### config.mk
export PLATFORM = sky130hd
export DESIGN_NAME = heading_offset_filter_rejection
export DESIGN_NICKNAME = d
export VERILOG_FILES = /design/src/rtl/hofr_pkg.sv /design/src/rtl/hofr_div.sv /design/src/rtl/heading_offset_filter_rejection.sv
export SDC_FILE = /design/constraint.sdc
export NUM_CORES = 2
export LEC_CHECK = 0
export BUFFER_PORTS_ARGS = -buffer_cell sky130_fd_sc_hd__buf_2
export CORE_ASPECT_RATIO = 1.25
export CORE_MARGIN = 1
export CORE_UTILIZATION = 40
export CTS_BUF_LIST = sky130_fd_sc_hd__clkbuf_16
export CTS_CLUSTER_DIAMETER = 30
export DETAILED_ROUTE_END_ITERATION = 7
export PLACE_DENSITY = 0.6
export SLEW_MARGIN = 40
export SYNTH_ARGS = -nofsm -noshare
export SYNTH_HDL_FRONTEND = slang
export SYNTH_SLANG_ARGS = --single-unit
### constraint.sdc
create_clock -name clk -period 7.3 [get_ports clk]
set_input_delay 2.19 -clock clk [delete_from_list [all_inputs] [get_ports clk]]
set_output_delay 2.19 -clock clk [all_outputs]
set_load 0.01 [all_outputs]
### src/rtl/hofr_pkg.sv
// Shared constants and types for the heading offset low-pass filter.
package hofr_pkg;

  localparam int ANGLE_BITS     = 16;
  localparam int TIMER_BITS     = 24;
  localparam int GAIN_FRAC_BITS = 16;

  localparam int GAIN_W   = GAIN_FRAC_BITS + 1;   // wide enough to hold a gain of exactly one
  // signed multiplier operand: holds a zero-extended gain or a signed angle
  localparam int MUL_W    = (GAIN_W + 1 > ANGLE_BITS) ? GAIN_W + 1 : ANGLE_BITS;
  localparam int PROD_W   = 2 * MUL_W;
  localparam int DCNT_W   = $clog2(GAIN_W + 1);
  localparam int COUNT_W  = 16;
  localparam int DECAY_W  = 16;
  localparam int CFG_AW   = 3;
  localparam int CFG_DW_A = (TIMER_BITS > GAIN_W) ? TIMER_BITS : GAIN_W;
  localparam int CFG_DW   = (CFG_DW_A > COUNT_W) ? CFG_DW_A : COUNT_W;
  localparam int TDATA_W  = ((ANGLE_BITS + 7) / 8) * 8;

  localparam logic [GAIN_W-1:0]     GAIN_ONE    = GAIN_W'(1) << GAIN_FRAC_BITS;
  localparam logic [TIMER_BITS-1:0] SAMPLE_TICK = TIMER_BITS'(256);
  localparam logic [COUNT_W-1:0]    COUNT_MAX   = '1;

  // register indexes
  localparam logic [CFG_AW-1:0] REG_REJ_EN    = 3'd0;
  localparam logic [CFG_AW-1:0] REG_BASE_GAIN = 3'd1;
  localparam logic [CFG_AW-1:0] REG_MAX_REJ   = 3'd2;
  localparam logic [CFG_AW-1:0] REG_DECAY     = 3'd3;
  localparam logic [CFG_AW-1:0] REG_REJ_SCALE = 3'd4;
  localparam logic [CFG_AW-1:0] REG_INIT_LIM  = 3'd5;

  typedef logic [ANGLE_BITS-1:0] angle_t;
  typedef logic [GAIN_W-1:0]     gain_t;
  typedef logic [TIMER_BITS-1:0] timer_t;
  typedef logic [COUNT_W-1:0]    count_t;

  // request to the divider
  typedef struct packed {
    logic  start;
    gain_t divisor;
  } div_req_t;

  // answer from the divider
  typedef struct packed {
    logic  done;
    gain_t quotient;
  } div_rsp_t;

  function automatic gain_t gain_sat(input gain_t g);
    return (g > GAIN_ONE) ? GAIN_ONE : g;
  endfunction

endpackage

### src/rtl/hofr_div.sv
// Bit-serial restoring divider: GAIN_ONE / divisor, one quotient bit per cycle.
module hofr_div
  import hofr_pkg::*;
(
  input  logic     clk,
  input  logic     rst,
  input  div_req_t req,
  output div_rsp_t rsp
);

  logic [GAIN_W:0]   rem;
  gain_t             quot;
  gain_t             divisor;
  logic [DCNT_W-1:0] count;
  logic              busy;
  logic              done;

  logic [GAIN_W:0]   trial;
  logic              fits;

  assign trial = {rem[GAIN_W-1:0], quot[GAIN_W-1]};
  assign fits  = trial >= {1'b0, divisor};

  always_ff @(posedge clk) begin
    if (rst) begin
      busy  <= 1'b0;
      done  <= 1'b0;
      count <= '0;
    end else begin
      done <= 1'b0;
      if (req.start) begin
        busy  <= 1'b1;
        count <= DCNT_W'(GAIN_W);
      end else if (busy) begin
        count <= count - DCNT_W'(1);
        if (count == DCNT_W'(1)) begin
          busy <= 1'b0;
          done <= 1'b1;
        end
      end
    end
  end

  // datapath: quotient shifts in from the bottom as dividend bits leave the top
  always_ff @(posedge clk) begin
    if (req.start) begin
      rem     <= '0;
      quot    <= GAIN_ONE;
      divisor <= req.divisor;
    end else if (busy) begin
      rem  <= fits ? (trial - {1'b0, divisor}) : trial;
      quot <= {quot[GAIN_W-2:0], fits};
    end
  end

  assign rsp.done     = done;
  assign rsp.quotient = quot;

endmodule

### src/rtl/heading_offset_filter_rejection.sv
// Top level: heading offset low-pass filter with disturbance rejection.
// Each word runs S_IDLE, S_PREP, then S_MULK and S_KUPD when a timed-out
// disturbance scales the gain, S_DIV_GO and S_DIV_WAIT for the 1/n divider in the
// start phase, then S_MULS and S_OUT. A new word is taken once the previous
// result has gone into the output register, even if it is not yet taken.
// Reset (rst, synchronous): registers to defaults, estimate 0, timer 0, start phase on.
module heading_offset_filter_rejection
  import hofr_pkg::*;
(
  input  logic               clk,
  input  logic               rst,
  // input stream
  input  logic               s_axis_tvalid,
  output logic               s_axis_tready,
  input  logic [TDATA_W-1:0] s_axis_tdata,  // [15:0] heading_sample
  input  logic [1:0]         s_axis_tuser,  // [0] disturbed, [1] start_req
  // output stream
  output logic               m_axis_tvalid,
  input  logic               m_axis_tready,
  output logic [TDATA_W-1:0] m_axis_tdata,  // [15:0] heading_filtered
  // configuration
  input  logic               cfg_we,
  input  logic [CFG_AW-1:0]  cfg_addr,
  input  logic [CFG_DW-1:0]  cfg_wdata
);

  typedef enum logic [2:0] {
    S_IDLE,
    S_PREP,
    S_MULK,
    S_KUPD,
    S_DIV_GO,
    S_DIV_WAIT,
    S_MULS,
    S_OUT
  } state_t;

  state_t state;

  // configuration registers
  logic           rej_en;
  gain_t          base_gain;
  timer_t         max_rej;
  logic [DECAY_W-1:0] decay;
  gain_t          rej_scale;
  count_t         init_limit;

  // filter state
  angle_t estimate;
  timer_t timer;
  count_t init_count;
  logic   init_active;

  // per-word working registers
  angle_t sample;
  logic   disturbed;
  logic   start_req;
  angle_t dif;
  gain_t  k;
  gain_t  divisor;
  logic   do_div;
  logic signed [PROD_W-1:0] prod;

  div_req_t div_req;
  div_rsp_t div_rsp;

  // ---- configuration write port ----
  always_ff @(posedge clk) begin
    if (rst) begin
      rej_en     <= 1'b1;
      base_gain  <= GAIN_W'(66);
      max_rej    <= TIMER_BITS'(1536000);
      decay      <= DECAY_W'(512);
      rej_scale  <= GAIN_W'(32768);
      init_limit <= COUNT_W'(1000);
    end else if (cfg_we) begin
      case (cfg_addr)
        REG_REJ_EN:    rej_en     <= cfg_wdata[0];
        REG_BASE_GAIN: base_gain  <= cfg_wdata[GAIN_W-1:0];
        REG_MAX_REJ:   max_rej    <= cfg_wdata[TIMER_BITS-1:0];
        REG_DECAY:     decay      <= cfg_wdata[DECAY_W-1:0];
        REG_REJ_SCALE: rej_scale  <= cfg_wdata[GAIN_W-1:0];
        REG_INIT_LIM:  init_limit <= cfg_wdata[COUNT_W-1:0];
        default: ;
      endcase
    end
  end

  // ---- setup arithmetic: start flag applied first ----
  angle_t est_eff;
  timer_t timer_eff;
  count_t cnt_eff;
  logic   active_eff;
  logic   hold;        // disturbed, rejection on, timer still within limit
  logic   scale_k;     // disturbed after timeout: gain is scaled down
  logic [TIMER_BITS:0] timer_inc;
  timer_t timer_new;
  count_t cnt_new;

  always_comb begin
    est_eff    = start_req ? sample : estimate;
    timer_eff  = start_req ? '0     : timer;
    cnt_eff    = start_req ? '0     : init_count;
    active_eff = start_req | init_active;

    hold    = rej_en & disturbed & (timer_eff <= max_rej);
    scale_k = rej_en & disturbed & (timer_eff > max_rej);

    timer_inc = {1'b0, timer_eff} + {1'b0, SAMPLE_TICK};
    if (hold) begin
      timer_new = timer_inc[TIMER_BITS] ? '1 : timer_inc[TIMER_BITS-1:0];
    end else if (rej_en && !disturbed) begin
      timer_new = (timer_eff > TIMER_BITS'(decay)) ? timer_eff - TIMER_BITS'(decay) : '0;
    end else begin
      timer_new = timer_eff;
    end

    cnt_new = (cnt_eff == COUNT_MAX) ? cnt_eff : cnt_eff + COUNT_W'(1);
  end

  // ---- shared multiplier: k times scale, then k times difference ----
  logic signed [MUL_W-1:0] mul_a;
  logic signed [MUL_W-1:0] mul_b;

  assign mul_a = MUL_W'(signed'({1'b0, k}));
  assign mul_b = (state == S_MULK) ? MUL_W'(signed'({1'b0, gain_sat(rej_scale)}))
                                   : MUL_W'(signed'(dif));

  // ---- rounding: floor((p + half) / 2^GAIN_FRAC_BITS), low angle bits ----
  logic signed [PROD_W-1:0] rnd;
  angle_t est_new;

  assign rnd     = prod + PROD_W'(GAIN_ONE >> 1);
  assign est_new = estimate + rnd[ANGLE_BITS+GAIN_FRAC_BITS-1:GAIN_FRAC_BITS];

  assign div_req.start   = (state == S_DIV_GO);
  assign div_req.divisor = divisor;

  hofr_div u_div (
    .clk (clk),
    .rst (rst),
    .req (div_req),
    .rsp (div_rsp)
  );

  // ---- sequencer ----
  always_ff @(posedge clk) begin
    if (rst) begin
      state         <= S_IDLE;
      estimate      <= '0;
      timer         <= '0;
      init_count    <= '0;
      init_active   <= 1'b1;
      m_axis_tvalid <= 1'b0;
    end else begin
      // output register: refilled from S_OUT, emptied when taken
      if ((state == S_OUT) && (!m_axis_tvalid || m_axis_tready)) begin
        m_axis_tvalid <= 1'b1;
      end else if (m_axis_tvalid && m_axis_tready) begin
        m_axis_tvalid <= 1'b0;
      end
      case (state)
        S_IDLE: begin
          if (s_axis_tvalid) begin
            state <= S_PREP;
          end
        end
        S_PREP: begin
          estimate <= est_eff;
          timer    <= timer_new;
          if (active_eff) begin
            init_count  <= cnt_new;
            init_active <= (init_limit > cnt_new);
          end else begin
            init_count  <= cnt_eff;
            init_active <= 1'b0;
          end
          if (scale_k) begin
            state <= S_MULK;
          end else if (active_eff) begin
            state <= S_DIV_GO;
          end else begin
            state <= S_MULS;
          end
        end
        S_MULK:   state <= S_KUPD;
        S_KUPD:   state <= do_div ? S_DIV_GO : S_MULS;
        S_DIV_GO: state <= S_DIV_WAIT;
        S_DIV_WAIT: begin
          if (div_rsp.done) begin
            state <= S_MULS;
          end
        end
        S_MULS:   state <= S_OUT;
        S_OUT: begin
          if (!m_axis_tvalid || m_axis_tready) begin
            estimate      <= est_new;
            state         <= S_IDLE;
          end
        end
        default:  state <= S_IDLE;
      endcase
    end
  end

  // datapath registers, no reset
  always_ff @(posedge clk) begin
    case (state)
      S_IDLE: begin
        sample    <= s_axis_tdata[ANGLE_BITS-1:0];
        disturbed <= s_axis_tuser[0];
        start_req <= s_axis_tuser[1];
      end
      S_PREP: begin
        dif     <= sample - est_eff;
        k       <= hold ? '0 : gain_sat(base_gain);
        divisor <= GAIN_W'(cnt_eff) + GAIN_W'(1);
        do_div  <= active_eff;
      end
      S_MULK: prod <= mul_a * mul_b;
      S_KUPD: k    <= prod[GAIN_FRAC_BITS+GAIN_W-1:GAIN_FRAC_BITS];
      S_DIV_WAIT: begin
        if (div_rsp.done && (k < div_rsp.quotient)) begin
          k <= div_rsp.quotient;
        end
      end
      S_MULS: prod <= mul_a * mul_b;
      S_OUT: begin
        if (!m_axis_tvalid || m_axis_tready) begin
          m_axis_tdata <= TDATA_W'(est_new);
        end
      end
      default: ;
    endcase
  end

  assign s_axis_tready = (state == S_IDLE);

endmodule

==> flow_summary.json <==
{
  "clk-insertion-delay-late_ns": 0.59,
  "path_clk_slew_ns": 0.06,
  "synth_common_cells": "inv_1, nand2_1, fa_1",
  "synth_cell_types": 79,
  "vias": 21200,
  "nNetsFinal": 3645,
  "worstSetupPathType": "flop to flop",
  "required_ns": 7.75,
  "dp_hpwl_mm": 57.2,
  "drt_iter0_drc": 1227,
  "hp-class": "flop to flop",
  "cts_buffer_depth": 3,
  "antenna_found_initial": 4,
  "place_congestion": 0.901,
  "drive_above_1_share_pct": 11.6,
  "wire_per_inst_um": 18.5,
  "drt-pass1-iter-count": 7,
  "grt_use_total_pct": 22.3,
  "startpoint_type": "flop",
  "cpLargestDelayFamily": "adder cells",
  "finalSetupViolCount": 0,
  "slew_viol_final": 0,
  "ys.flop_type": "dfxtp_1",
  "finalCriticalPeriod_ns": 7.12,
  "finalInstanceArea_sq_um": 31200,
  "io_pins": 68,
  "syn_nets": 3530,
  "ys_top_cells_by_area": "fa_1, dfxtp_1, edfxtp_1",
  "path_max_fanout": 9,
  "clk_root_buffer_cell": "clkbuf_16",
  "grt_pass1_vias": 21600,
  "overflow": 0,
  "synth_edf_count": 120,
  "clock-sinks": 313,
  "worstPathArrival_ns": 7.56,
  "fin_crit_sh_pct": 97.5,
  "cts_buffers": 56,
  "dp_slack_ns": -0.173,
  "avgSynthCellArea_sq_um": 8.97,
  "yosysSeqAreaShare_pct": 27.7,
  "end_kind": "flop",
  "synth_most_common_cell": "inv_1",
  "num_rows": 106,
  "fin_ws_ns": 0.185,
  "die_h_um": 292,
  "start_util_pct": 40.4,
  "grt_pass1_wl_mm": 119,
  "rsz0062_at_grt": "yes",
  "place_area_sq_um": 28800,
  "ant_nets": 0,
  "yosysTopAreaCell": "fa_1",
  "dieWidth_um": 234,
  "synth_area_sq_um": 26900,
  "worst_path_largest_cell_delay_ns": 0.54,
  "final_util_pct": 46.7,
  "cpMostUsedCell": "fa_1",
  "synth_top_area_share_pct": 18.1,
  "n_antenna_cell": 0,
  "outcome": "finished clean",
  "drt-total-wl_mm": 74.6,
  "worstMarginPinSlew_ns": 0.885,
  "skew_ns": 0.0250,
  "routed_via_density": 5.27,
  "areaGrowthSynthToFinish_pct": 15.6,
  "fin_tns_setup_ns": 0,
  "grt_start_max_net_pins": 74,
  "coreArea_sq_um": 66700,
  "max_freq_mhz": 141,
  "die_area_sq_um": 68400,
  "htree_levels": 2,
  "cts_tree": "yes",
  "port_buffers": 67,
  "crit_slowest_cell": "or4_1",
  "critPathBufInv": 6,
  "hold_viol_final": 0,
  "drc_errors": 0,
  "yosysWarnings": 0,
  "worst_slew_margin_rel_pct": 40.5,
  "maxCapViolations": 0,
  "synthArstFlopShare_pct": 0,
  "syn_inst": 3005,
  "synth_seq_cells": 313
}
-- per-layer routing --
layer | vias up | track usage [%] | part of all wire, %
met4 | 8 | 10.8 | 5.2
met3 | 153 | 2.71 | 4.4
li1 | 10300 | - | -
met2 | 483 | 37.9 | 49
met5 | - | 0 | 0.062
met1 | 10300 | 27.6 | 42
-- per-stage QoR --
stage / hold slack (ns) / cells
2_1_floorplan: 0.400 / 3005
3_3_place_gp: 0.401 / 3911
3_5_place_dp: 0.405 / 3914
4_1_cts: 0.420 / 4019
5_1_grt: 0.426 / 4031
6_report: 0.418 / 4031
-- logic make-up after synthesis --
family                     share of synthesized area, %
buffers and inverters                              7.55
xor gates and xnor gates                           3.64
muxes                                              1.50
adders and majority gates                          28.8
and+or+nand+nor                                    18.0
DFF                                                27.7
AOI/OAI and AO/OA                                  12.8
-- layout by cell type (no fill, tap or decap), types with 34 or more instances in the layout --
master       n
nor3_1      43
nor2b_1    127
nand3_1     45
clkbuf_16   59
xor2_1      38
fa_1       242
o21ai_0     82
buf_4      105
inv_1      408
a21o_1      35
dfxtp_1    191
a211oi_1    34
a21oi_1    191
nor2_1     146
xnor2_1     74
buf_2       66
nand2_1    380
ha_1       228
mux2i_1     38
and2_1      85
edfxtp_1   120
-- state kept, by name (all words and copies together) (netlist names), 3 cells and up --
register	cells
prod	18
init_count	16
base_gain	17
divisor	17
timer	24
u_div.quot	17
max_rej	24
sample	16
k	17
dif	16
decay	16
u_div.count	5
u_div.divisor	17
state	3
rej_scale	17
init_limit	16
u_div.rem	17
estimate	16
m_axis_tdata	16
-- what timing repair did --
| action | 4_1_cts | 5_1_grt |
|---|---|---|
| setup buffers | 0 | 12 |
| gates cloned | 0 | 1 |
| pin swaps | 0 | 30 |
| endpoints found under the setup margin | 11 | 13 |
| gates resized for setup | 14 | 52 |
| hold buffers | 0 | 0 |
-- worst paths after layout --
check | from | to | slack (ns) | depth (start not counted)
max | rej_scale[14]$_SDFFE_PP0P_ | prod[25]$_DFFE_PP_ | 0.18 | 27
min | divisor[4]$_DFFE_PP_ | u_div.divisor[4]$_DFFE_PP_ | 0.42 | 0
min reg2reg | divisor[4]$_DFFE_PP_ | u_div.divisor[4]$_DFFE_PP_ | 0.42 | 0
max reg2reg | rej_scale[14]$_SDFFE_PP0P_ | prod[25]$_DFFE_PP_ | 0.18 | 27
-- cell type report --
type | instances | area (sq um)
clock buffer | 59 | 1480
inverter | 410 | 1540
clock inverter | 46 | 515
timing repair buffer | 184 | 1300
tap | 864 | 1080
fill | 6417 | 35600
sequential | 313 | 7470
multi-input combinational | 2155 | 17800
Power is not shown: default switching activity piles up to over one toggle a cycle in this logic, so the estimate is an artifact.
